File: src/bpa_pkg.sv
package bpa_pkg;

	localparam int FRAME_BITS  = 16;
	localparam int LINK_BITS   = 17;
	localparam int ORDER_BITS  = 4;
	localparam int TYPE_BITS   = 2;
	localparam int COUNT_BITS  = 17;
	localparam int HEAD_COUNT  = 33;
	localparam int HEAD_BITS   = 6;
	localparam logic [ORDER_BITS-1:0] ORDER_COUNT = 4'd11;
	localparam logic [ORDER_BITS-1:0] ORDER_TOP   = 4'd10;
	localparam logic [TYPE_BITS-1:0]  TYPE_COUNT  = 2'd3;
	localparam logic [LINK_BITS-1:0]  NO_FRAME    = 17'h10000;

	localparam logic CMD_ALLOC = 1'b0;
	localparam logic CMD_FREE  = 1'b1;

	typedef enum logic [1:0] {
		ST_OK     = 2'd0,
		ST_OOM    = 2'd1,
		ST_DOUBLE = 2'd2,
		ST_BAD    = 2'd3
	} status_t;

	typedef enum logic [4:0] {
		S_CLEAR,
		S_IDLE,
		S_FREE_RD,
		S_FREE_CHK,
		S_OWN_RD,
		S_OWN_CHK,
		S_FB_RD,
		S_FB_CHK,
		S_SPLIT,
		S_MERGE_RD,
		S_MERGE_CHK,
		S_FREE_FIN,
		S_UN_RD,
		S_UN_DAT,
		S_UN_NEXT,
		S_UN_DROP,
		S_INS_RD,
		S_INS_CHK,
		S_INS_HRD,
		S_INS_HDAT,
		S_INS_LINK,
		S_DONE
	} bpa_state_t;

	typedef struct packed {
		logic                  free;
		logic [ORDER_BITS-1:0] order;
		logic [TYPE_BITS-1:0]  mtype;
		logic [LINK_BITS-1:0]  next;
		logic [LINK_BITS-1:0]  prev;
	} frame_word_t;

	typedef struct packed {
		logic free;
		logic order;
		logic mtype;
		logic next;
		logic prev;
	} frame_mask_t;

	function automatic logic [HEAD_BITS-1:0] head_index(input logic [ORDER_BITS-1:0] o,
		input logic [TYPE_BITS-1:0] t);
		logic [HEAD_BITS-1:0] base;
		base = {2'b00, o} + {1'b0, o, 1'b0};
		return base + {4'b0000, t};
	endfunction

	function automatic logic [TYPE_BITS-1:0] borrow_type(input logic [TYPE_BITS-1:0] t,
		input logic k);
		logic [TYPE_BITS-1:0] r;
		case (t)
			2'd0: r = k ? 2'd2 : 2'd1;
			2'd1: r = k ? 2'd2 : 2'd0;
			default: r = k ? 2'd0 : 2'd1;
		endcase
		return r;
	endfunction

endpackage

File: src/bpa_head_mem.sv
module bpa_head_mem (
	input  logic                              clk,
	input  logic                              arst_n,
	input  logic [bpa_pkg::HEAD_BITS-1:0]     rd_idx,
	output logic [bpa_pkg::LINK_BITS-1:0]     rd_data,
	input  logic                              wr_en,
	input  logic [bpa_pkg::HEAD_BITS-1:0]     wr_idx,
	input  logic [bpa_pkg::LINK_BITS-1:0]     wr_data
);

	logic [bpa_pkg::LINK_BITS-1:0] mem [0:bpa_pkg::HEAD_COUNT-1];
	logic [bpa_pkg::HEAD_COUNT-1:0] vld_q;
	logic [bpa_pkg::LINK_BITS-1:0] data_q;
	logic                          hit_q;

	always_ff @(posedge clk or negedge arst_n) begin
		if (!arst_n) begin
			vld_q <= '0;
		end else if (wr_en) begin
			vld_q[wr_idx] <= 1'b1;
		end
	end

	always_ff @(posedge clk) begin
		if (wr_en) begin
			mem[wr_idx] <= wr_data;
		end
	end

	always_ff @(posedge clk) begin
		data_q <= mem[rd_idx];
		hit_q  <= vld_q[rd_idx];
	end

	assign rd_data = hit_q ? data_q : bpa_pkg::NO_FRAME;

endmodule

File: config.mk
export PLATFORM = sky130hd
export DESIGN_NAME = bpa_head_mem
export DESIGN_NICKNAME = d
export VERILOG_FILES = /design/src/bpa_pkg.sv /design/src/bpa_head_mem.sv
export SDC_FILE = /design/constraint.sdc
export NUM_CORES = 1
export LEC_CHECK = 0
export BUFFER_PORTS_ARGS = -buffer_cell sky130_fd_sc_hd__buf_4
export CAP_MARGIN = 20
export CORE_ASPECT_RATIO = 0.6
export CORE_MARGIN = 3
export CORE_UTILIZATION = 45
export DETAILED_ROUTE_END_ITERATION = 8
export HOLD_SLACK_MARGIN = 0.1
export PLACE_DENSITY = 0.61
export RECOVER_POWER = 100
export SLEW_MARGIN = 30
export SYNTH_ARGS = -nofsm -noshare
export SYNTH_HDL_FRONTEND = slang
export SYNTH_SLANG_ARGS = --single-unit
File: constraint.sdc
create_clock -name clk -period 1.7 [get_ports clk]
set_input_delay 0.34 -clock clk [delete_from_list [all_inputs] [get_ports clk]]
set_output_delay 0.34 -clock clk [all_outputs]
set_load 0.02 [all_outputs]
; Word level (Yosys, flattened, before mapping)
; Memory sizes are Yosys's and may differ from the RTL's. A register that Yosys moved wholly into a read port is not among the register bits.
; Cells that the tools add are included.
[word_totals]
regBits = 34
mem_bits_rw = 561
input_bits = 32
n_memories = 1
[memory_table]
columns = name, depth, word_bits, rd, rd_clocked_by_memory_dff, write_ports, line_no
row1 = mem, 33, 17, 1, 1, 1, bpa_head_mem.sv:11  ; logic [bpa_pkg::LINK_BITS-1:0] mem [0:bpa_pkg::HEAD_COUNT-1];
[op_classes]
magnitude_cmp = 3
n_mux = 7
n_bitwise = 1
reduce_logical = 1
[ops]
columns = operator, n
row1 = 33-bit bitwise OR, 1
row2 = 17-bit two-way mux, 1
row3 = 6-bit by 7-bit less-than comparator with 1-bit output (second input constant), 2
row4 = 1-bit binary-select mux with 6-bit select, 1
row5 = 1-bit demux with 6-bit select, 1
row6 = 6-bit by 1-bit >= comparator with 1-bit output (second input constant), 1
row7 = 1-bit two-way mux, 4
row8 = 1-bit logical AND, 1

; Longest topological paths before layout
; Gate-level depths: netlist of the first run.
[logic_depth]
ltp_word = 5
mapped_depth = 8

; Least setup slack after synthesis of the first run
; OpenSTA, ideal clock, no wires.
[synth_path]
path_type = in2reg
start = input wr_idx[0] (netlist name)
end = memory mem[32][0] (netlist name), enable pin
setup_ps = 437
arrival_time_ps = 2493
required_time_ps = 1263
slack_ps = -1230
cell_stages = 2
path_buffers = 0
cell_sequence = or3_1 > nor4_1
[synth_lines]
columns = item, line_no
row1 = start: declaration, bpa_head_mem.sv:7  ; input logic [bpa_pkg::HEAD_BITS-1:0] wr_idx,
row2 = end: declaration, bpa_head_mem.sv:11
; No word-level cell before the write port.

==> results.cfg, run 1 <==
[power]
power_share_of_the_clock_group_pct = 38.7
static-leakage-power_uw = 0.00896
p_sw_share_pct = 20.7
total_switching_power_uw = 6290
internal_power_uw = 24100
power.share.combinational_pct = 5.9
seq_power_share_pct = 55.4
power-per-cell-area_nw_per_um2 = 1120
irDropWorstVdd_mv = 0.894
power_uw = 30400

[cells_and_area]
fraction_of_layout_instances_using_a_drive_strength_above_1_pct = 34.4
stdcell_count = 2003
insertedDiodeCount = 0
num-nets-final = 1310
synthToLayoutAreaGrowth_pct = 16.3
fillers = 3865
finish.utilization_pct = 53.9

[clocking]
cts.sink_count = 612
htreeDepth = 2
clock_latency_ps = 590
tritoncts.num_buffers = 51
cts_tree = done
path_clk_slew_ps = 70
root_buffer = clkbuf_16
clock_tree.buffer_depth = 3

[place]
port_buffers = 48
dp_wirelength_um = 34600
placer_congestion = 0.768
dp_cells = 1906

[route]
first_iter_violations = 1003
via_count = 11500
postRouteWirelength_um = 53300
drc = 0
wl_per_cell_um = 26.6
dr.pass1.iters = 5
drt_via_density = 5.74
antenna_nets_post_route = 0

[yosys]
portion_of_the_post_synthesis_area_used_by_sequential_elements_pct = 77.2
ys_top_cells_by_count = 561 x edfxtp_1, 140 x mux4_2, 35 x mux2_2, 35 x nor2_1, 35 x nor2b_1
post_synth_edffs = 561
ys_seq_elements = 612
yosysUniqueCellTypes = 38
mappedNetlistArea_sq_um = 23400
synth-main-ff-cell = edfxtp_1
synth_top_cell_by_area = edfxtp_1
yosys.cell_count.top_type = edfxtp_1
synthTopCellsByArea = edfxtp_1 72%, mux4_2 13%, dfrtp_1 3.5%, mux2_2 1.7%, dfxtp_1 1.5%
syn_avg_cell_area_sq_um = 21.7
ys_async_sr_fraction_pct = 5.39
syn-num-nets = 1110
netlist.area_leader.share_pct = 72.1
cell_count_after_synthesis = 1078
yosys_warnings = 0

[timing]
fmaxAchievable_mhz = 583
min_period_over_period_pct = 101
setup_viol_count_final = 1
setup_ws_ps = -16.3
final.min_clock_period_ps = 1720
fin_setup_tns_ps = -16.3
final.setup_skew_ps = 27.3
slew_headroom_pct = -7.51
hold_viol = 0
tightest_slew_ps = 1610
whs_ps = 269
unrepaired_setup_endpoints_after_global_routing = true
drv_slew = 135

[critical_path]
critPathRequiredTime_ps = 2160
timing.critical_path.cells = mux4_2 > mux2_2 > o22ai_1 > clkbuf_1 > nor4_1
crit_type = register to register
critical_path.n_buffers_inverters = 1
slowest_stage = mux4_2
arrival_ps = 2180
timing.critical_path.fanout_max = 1
worstSetupStartpointType = register
crit_family = multiplexers
end_kind = register
worst_path_largest_cell_delay_ps = 480

[status]
failed_checks = max-capacitance violations, max-slew violations, negative setup slack
run_status = complete, but fails checks

[grt]
grt.total_usage_pct = 19.7
largest_net_degree_at_the_start_of_global_routing = 34
grt_pass1_vias = 11700
grt_antenna_before_repair = 3
grt_overflow = 0
grt_first_pass_wirelength_um = 79300

[die]
row_count = 63
boundaryPins = 49
die_x_um = 300
initial_core_util_pct = 46.4
floorplan.die_area_sq_um = 54800
dieHeight_um = 183
placeableCoreArea_sq_um = 50400

[flow_run]
drv_cap = 4

[worst_hold_path]
min-delay-path-class = input pin to register
==> metal layers <==
| metal | part of all wire [%] | global-route usage, % | up-vias | wire [um] |
|---|---|---|---|---|
| li1 | - | - | 4870 | - |
| met1 | 48 | 31.3 | 6211 | 25700 |
| met2 | 44 | 28.6 | 354 | 23400 |
| met3 | 6.4 | 4.03 | 62 | 3440 |
| met4 | 1.5 | 3.81 | 6 | 789 |
| met5 | 0.054 | 0 | - | 29 |
==> timing repair <==
action | 4_1_cts | 5_1_grt
hold buffers | 1 | 0
setup endpoints to repair | 18 | 19
resized for setup | 10 | 5
hold endpoints to repair | 33 | 0
buffers inserted | 0 | 0
==> metrics by stage <==
stage                     cell area (sq um)  setup slack, ps
after floorplan                       23600             -132
after global placement                26200             -619
after detailed placement              26200             -631
after CTS                             27900            -24.5
after global routing                  27200            -46.7
final                                 27200            -16.3
==> placed cells by master, fill, tap and decap left out, drive strengths merged, types with 5 or more instances in the layout <==
cell type	count
dfxtp	18
inv	5
nor2b	35
edfxtp	561
dfrtp	33
clkbuf	137
o22ai	34
bufinv	5
mux2i	6
nor2	35
a211oi	19
and2	16
or2	32
mux4	140
buf	131
nor4	18
nand3b	6
mux2	35
clkinv	18
==> power groups by stage <==
stage / registers (uW) / clock network (uW) / logic [uW]
finish: 16800 / 11800 / 1800
global route: 16900 / 12600 / 1940
CTS: 16800 / 12000 / 1900
detailed placement: 17200 / 0 / 1880
global placement: 17200 / 0 / 1840
floorplan: 17100 / 0 / 1060
==> path summary, 6_finish.rpt <==
kind	start	cells after the start	endpoint	slack, ps
max	mem[21][15]	5	data_q[15]	-20
max in group asynchronous	arst_n	2	vld_q[3]	730
min	wr_idx[3]	4	vld_q[2]	270
min reg2reg	vld_q[16]	1	vld_q[16]	460
min in group asynchronous	arst_n	2	vld_q[17]	410
max reg2reg	mem[21][15]	5	data_q[15]	-20
==> logic make-up after synthesis <==
logic type / after synthesis / synth area share, %
flops: 612 / 77.2
mux: 181 / 15.4
simple gates: 168 / 4.20
compound gates: 59 / 1.69
buf+inv: 58 / 1.48
==> flip-flops by register name (all words and copies together), names as in the netlist <==
name and count:
data_q 17, hit_q 1, mem 561, vld_q 33
==> worst min-delay path: stages <==
cell and delay (ps):
buf_4 90, or3_1 140, buf_12 140, o21ai_0 80
==> cell type report <==
class | instances | area [sq um] | share of cell area, %
Timing Repair Buffer | 203 | 1590 | 5.86
Clock inverter | 27 | 264 | 0.972
Clock buffer | 69 | 1390 | 5.13
Inverter | 2 | 7.51 | 0.0276
Multi-Input combinational cell | 408 | 5020 | 18.5
Tap cell | 682 | 853 | 3.14
Sequential cell | 612 | 18000 | 66.4
Note: power is estimated with default switching activity, not from simulation.
==> run 2: changes to the inputs <==
--- a/config.mk
+++ b/config.mk
@@ -5,7 +5,7 @@
 export SDC_FILE = /design/constraint.sdc
 export NUM_CORES = 1
 export LEC_CHECK = 0
-export BUFFER_PORTS_ARGS = -buffer_cell sky130_fd_sc_hd__buf_4
+export BUFFER_PORTS_ARGS = -buffer_cell sky130_fd_sc_hd__buf_2
 export CAP_MARGIN = 20
 export CORE_ASPECT_RATIO = 0.6
 export CORE_MARGIN = 3
==> results.cfg, run 2 (synthesized netlist as in run 1, its figures left out) <==
[status]
run_status = complete, but fails checks
failed_checks = max-capacitance violations, max-slew violations, negative setup slack

[critical_path]
worstSetupStartpointType = register
timing.critical_path.cells = buf_12 > and2_1 > buf_6
critical_path.n_buffers_inverters = 2
end_kind = output port
slowest_stage = dfxtp_4
timing.critical_path.fanout_max = 9
critPathRequiredTime_ps = 1360
worst_path_largest_cell_delay_ps = 370
setup.reg_to_reg.worst_slack_ps = 10
r2r-end = data_q[1]
crit_family = flip-flops
crit_type = register to output port
arrival_ps = 1400
cell_depth_of_the_worst_flop_to_flop_path = 4
r2r_start = mem[23][1]

[die]
placeableCoreArea_sq_um = 50400
die_x_um = 300
floorplan.die_area_sq_um = 54800
boundaryPins = 49
initial_core_util_pct = 46.4
dieHeight_um = 183
row_count = 63

[cells_and_area]
fillers = 3846
insertedDiodeCount = 0
num-nets-final = 1314
reg.largest.list = mem: 561 flops, vld_q: 33 flops, data_q: 17 flops
largest_register_ff_count = 561
fraction_of_layout_instances_using_a_drive_strength_above_1_pct = 37.3
largest_register = mem
layout.cells.most_common = edfxtp_1
stdcell_count = 2006
most-common-layout-cells = 561 x edfxtp_1, 140 x mux4_2, 80 x buf_4, 53 x clkbuf_16, 48 x clkbuf_1
finish.utilization_pct = 54.5
synthToLayoutAreaGrowth_pct = 17.4

[power]
p_sw_share_pct = 20.8
internal_power_uw = 24000
seq_power_share_pct = 55.5
power.share.combinational_pct = 6.3
power-per-cell-area_nw_per_um2 = 1110
total_switching_power_uw = 6330
irDropWorstVdd_mv = 0.699
static-leakage-power_uw = 0.00899
power_share_of_the_clock_group_pct = 38.3
power_uw = 30400

[timing]
fmaxAchievable_mhz = 574
unrepaired_setup_endpoints_after_global_routing = true
drv_slew = 102
setup_ws_ps = -42.9
setup_viol_count_final = 9
tightest_slew_ps = 1610
final.min_clock_period_ps = 1740
slew_headroom_pct = -7.62
hold_viol = 0
min_period_over_period_pct = 103
final.setup_skew_ps = 19.3

[route]
via_count = 11400
postRouteWirelength_um = 55100
drc = 0
drt_via_density = 5.68
wl_per_cell_um = 27.5
first_iter_violations = 1069
antenna_nets_post_route = 0
dr.pass1.iters = 5

[clocking]
htreeDepth = 2
clock_latency_ps = 590
path_clk_slew_ps = 70
clock_tree.buffer_depth = 3
cts.sink_count = 612
root_buffer = clkbuf_16
tritoncts.num_buffers = 53
cts_tree = done

[place]
dp_wirelength_um = 34900
placer_congestion = 0.737
dp_cells = 1907
port_buffers = 48

[grt]
grt_antenna_before_repair = 2
grt.total_usage_pct = 20.5
grt_pass1_vias = 11700
largest_net_degree_at_the_start_of_global_routing = 42
grt_overflow = 0
grt_first_pass_wirelength_um = 81500

[flow_run]
drv_cap = 4

[worst_hold_path]
worst_hold_path.endpoint = vld_q[2]
worst_hold_path_startpoint = wr_idx[2]
min-delay-path-class = input pin to register
hold_path_depth = 3
run 2: cell count changes in the layout (fill, tap and decap cells not counted), moves of 9 or more:
cell,change
and2_4,+13
buf_6,+14
buf_4,-20
nor2_4,+9
nor2_1,-17
and2_1,-13
buf_2,+13
run 2: through the flow:
stage | hold slack, ps | area (sq um) | worst slack [ps] | setup TNS, ps
after global placement | 392 | 26100 | -708 | -25590
after global routing | 298 | 27400 | -77.2 | -2090
after floorplan | 44.4 | 23600 | -132 | -44310
after CTS | 202 | 28000 | -123 | -1580
final | 284 | 27400 | -42.9 | -178
after detailed placement | 402 | 26100 | -713 | -26560
run 2: worst min-delay path: cells and delay by family:
kind	cells	cell delay (ps)
and+or+nand+nor	1	240
buffers and inverters	1	110
AOI/OAI and AO/OA	1	120
run 2: how the worst max path moves through the flow:
stage	slack (ps)	endpoint	cells after the start	startpoint
after CTS	-120	rd_data[12]	4	hit_q
final	-40	rd_data[11]	3	hit_q
after global routing	-80	rd_data[8]	3	hit_q
after detailed placement	-710	data_q[16]	8	rd_idx[1]
after floorplan	-130	mem[16][0]	3	wr_idx[5]
after global placement	-710	data_q[16]	8	rd_idx[1]
run 2: repair_timing:
item	in CTS	in global routing
hold buffers	1	0
buffers inserted	1	0
pin swaps	0	0
hold endpoints to repair	33	0
cloned	1	0
endpoints found under the setup margin	20	20
gates resized for setup	46	13
run 2: area by class of cell:
class                      count  area [sq um]  area share, %
clock buffer                  75          1450           5.28
clock inverter                22           199          0.725
inverter                       2          7.51         0.0274
multi-input combinational    408          5180           18.9
sequential                   612         18000           65.7
tap                          682           853           3.11
timing repair buffer         205          1710           6.24
run 2: routing by layer:
layer  GRT usage [%]  up-vias  wire, um  part of all wire, %
met5               0        -        23                0.042
li1                -     4886         -                    -
met4            4.40        4      1020                  1.9
met3            4.34       69      4030                  7.3
met2            29.6      381     23900                   43
met1            32.2     6058     26100                   47
run 2: power groups by stage:
stage / Combinational (uW) / Sequential (uW) / Clock [uW]
after floorplan: 1060 / 17100 / 0
after detailed placement: 1890 / 17100 / 0
after global routing: 2050 / 16900 / 12400
after global placement: 1850 / 17100 / 0
final: 1910 / 16800 / 11600
after CTS: 1970 / 16800 / 11900
==> run 3: changes to the inputs <==
--- a/config.mk
+++ b/config.mk
@@ -7,13 +7,16 @@
 export LEC_CHECK = 0
 export BUFFER_PORTS_ARGS = -buffer_cell sky130_fd_sc_hd__buf_2
 export CAP_MARGIN = 20
+export CELL_PAD_IN_SITES_DETAIL_PLACEMENT = 0
+export CELL_PAD_IN_SITES_GLOBAL_PLACEMENT = 1
 export CORE_ASPECT_RATIO = 0.6
 export CORE_MARGIN = 3
 export CORE_UTILIZATION = 45
 export DETAILED_ROUTE_END_ITERATION = 8
 export HOLD_SLACK_MARGIN = 0.1
-export PLACE_DENSITY = 0.61
+export PLACE_DENSITY = 0.67
 export RECOVER_POWER = 100
+export REMOVE_ABC_BUFFERS = 1
 export SLEW_MARGIN = 30
 export SYNTH_ARGS = -nofsm -noshare
 export SYNTH_HDL_FRONTEND = slang
==> results.cfg, run 3 (synthesized netlist as in run 1, its figures left out) <==
[critical_path]
worstSetupStartpointType = register
critPathRequiredTime_ps = 1360
crit_type = register to output port
slowest_stage = dfxtp_4
arrival_ps = 1430
end_kind = output port
timing.critical_path.fanout_max = 9
timing.critical_path.cells = buf_8 > and2_1 > buf_6
crit_family = flip-flops
critical_path.n_buffers_inverters = 2
worst_path_largest_cell_delay_ps = 410

[timing]
hold_viol = 0
drv_slew = 34
setup_viol_count_final = 18
min_period_over_period_pct = 104
whs_ps = 230
setup_ws_ps = -67.6
unrepaired_setup_endpoints_after_global_routing = true
fin_setup_tns_ps = -892
final.setup_skew_ps = 12.8
slew_headroom_pct = -6.21
tightest_slew_ps = 1590
final.min_clock_period_ps = 1770
fmaxAchievable_mhz = 566

[place]
placed_cell_area_sq_um = 26000
placer_congestion = 0.764
port_buffers = 48
dp_cells = 1902
dp_wirelength_um = 34400

[route]
drt_via_density = 5.66
via_count = 11300
dr.pass1.iters = 5
postRouteWirelength_um = 53200
first_iter_violations = 929
antenna_nets_post_route = 0
drc = 0
wl_per_cell_um = 26.6

[grt]
grt.total_usage_pct = 19.8
largest_net_degree_at_the_start_of_global_routing = 34
grt_overflow = 0
grt_first_pass_wirelength_um = 79600
grt_antenna_before_repair = 2
grt_pass1_vias = 11900

[clocking]
cts.sink_count = 612
cts_tree = done
tritoncts.num_buffers = 52
clock_latency_ps = 570
clock_tree.buffer_depth = 3
htreeDepth = 2
root_buffer = clkbuf_16
path_clk_slew_ps = 60

[cells_and_area]
multiInputGateArea_sq_um = 5090
most-common-layout-cells = 561 x edfxtp_1, 140 x mux4_2, 71 x buf_4, 55 x clkbuf_16, 42 x clkbuf_1
synthToLayoutAreaGrowth_pct = 17.2
fraction_of_layout_instances_using_a_drive_strength_above_1_pct = 36.9
final_area_sq_um = 27400
fillers = 3826
stdcell_count = 1998
num-nets-final = 1307
reg.largest.list = mem: 561 flops, vld_q: 33 flops, data_q: 17 flops
finish.utilization_pct = 54.3
layout.cells.most_common = edfxtp_1
largest_register = mem
footprint_of_the_flip_flops_and_latches_sq_um = 18000
largest_register_ff_count = 561
insertedDiodeCount = 0

[flow_run]
drv_cap = 2

[die]
boundaryPins = 49
floorplan.die_area_sq_um = 54800
die_x_um = 300
placeableCoreArea_sq_um = 50400
initial_core_util_pct = 46.4
row_count = 63
dieHeight_um = 183

[status]
failed_checks = max-capacitance violations, max-slew violations, negative setup slack
run_status = complete, but fails checks

[worst_hold_path]
min-delay-path-class = input pin to register

[power]
static-leakage-power_uw = 0.00899
irDropWorstVdd_mv = 0.636
power-per-cell-area_nw_per_um2 = 1120
[run 3: worst reg2reg max path, delay by kind of cell (launching register included)]
kind	cells	cell delay (ps)
AO/OA/AOI/OAI	1	280
AND/OR/NAND/NOR	1	130
flip-flops	1	360
multiplexers	2	770
[run 3: power breakdown]
| part | switching, uW | total (uW) | internal [uW] |
|---|---|---|---|
| registers | 139 | 16900 | 16700 |
| clock network | 5260 | 12000 | 6750 |
| logic | 945 | 1850 | 910 |
| total | 6340 | 30700 | 24400 |
[run 3: area by class of cell]
cell class	count	area share (%)
multi-input combinational	408	18.6
tap	682	3.12
clock buffer	73	5.60
timing repair buffer	199	6.08
sequential	612	65.9
clock inverter	22	0.686
inverter	2	0.0274
[run 3: timing repair]
action,in CTS,in global routing
cloned,1,0
hold endpoints to repair,33,0
resized for setup,50,6
endpoints found under the setup margin,17,19
setup buffers,0,0
pin swaps,0,2
hold buffers,1,0
[run 3: metrics by stage]
step,power [uW],setup slack [ps]
floorplan,17900,-1230
global placement,19000,-471
detailed placement,19000,-505
CTS,31000,-79.1
global route,31700,-113
finish,30700,-67.6
[run 3: final timing paths]
check	startpoint	endpoint	slack, ps	cells past startpoint
worst max-delay path	hit_q	rd_data[0]	-70	3
worst min-delay path	rd_idx[4]	hit_q	230	3
worst max register to register	mem[15][8]	data_q[8]	30	4
worst min register to register	vld_q[31]	vld_q[31]	470	1
max in group asynchronous	arst_n	vld_q[10]	430	3
min in group asynchronous	arst_n	vld_q[21]	450	2
[run 3: metal layers]
layer,wire [um],vias up,global-route usage [%]
li1,-,4867,-
met1,25600,6072,31.1
met2,23300,309,28.9
met3,3430,66,4.03
met4,834,4,3.89
met5,24,-,0
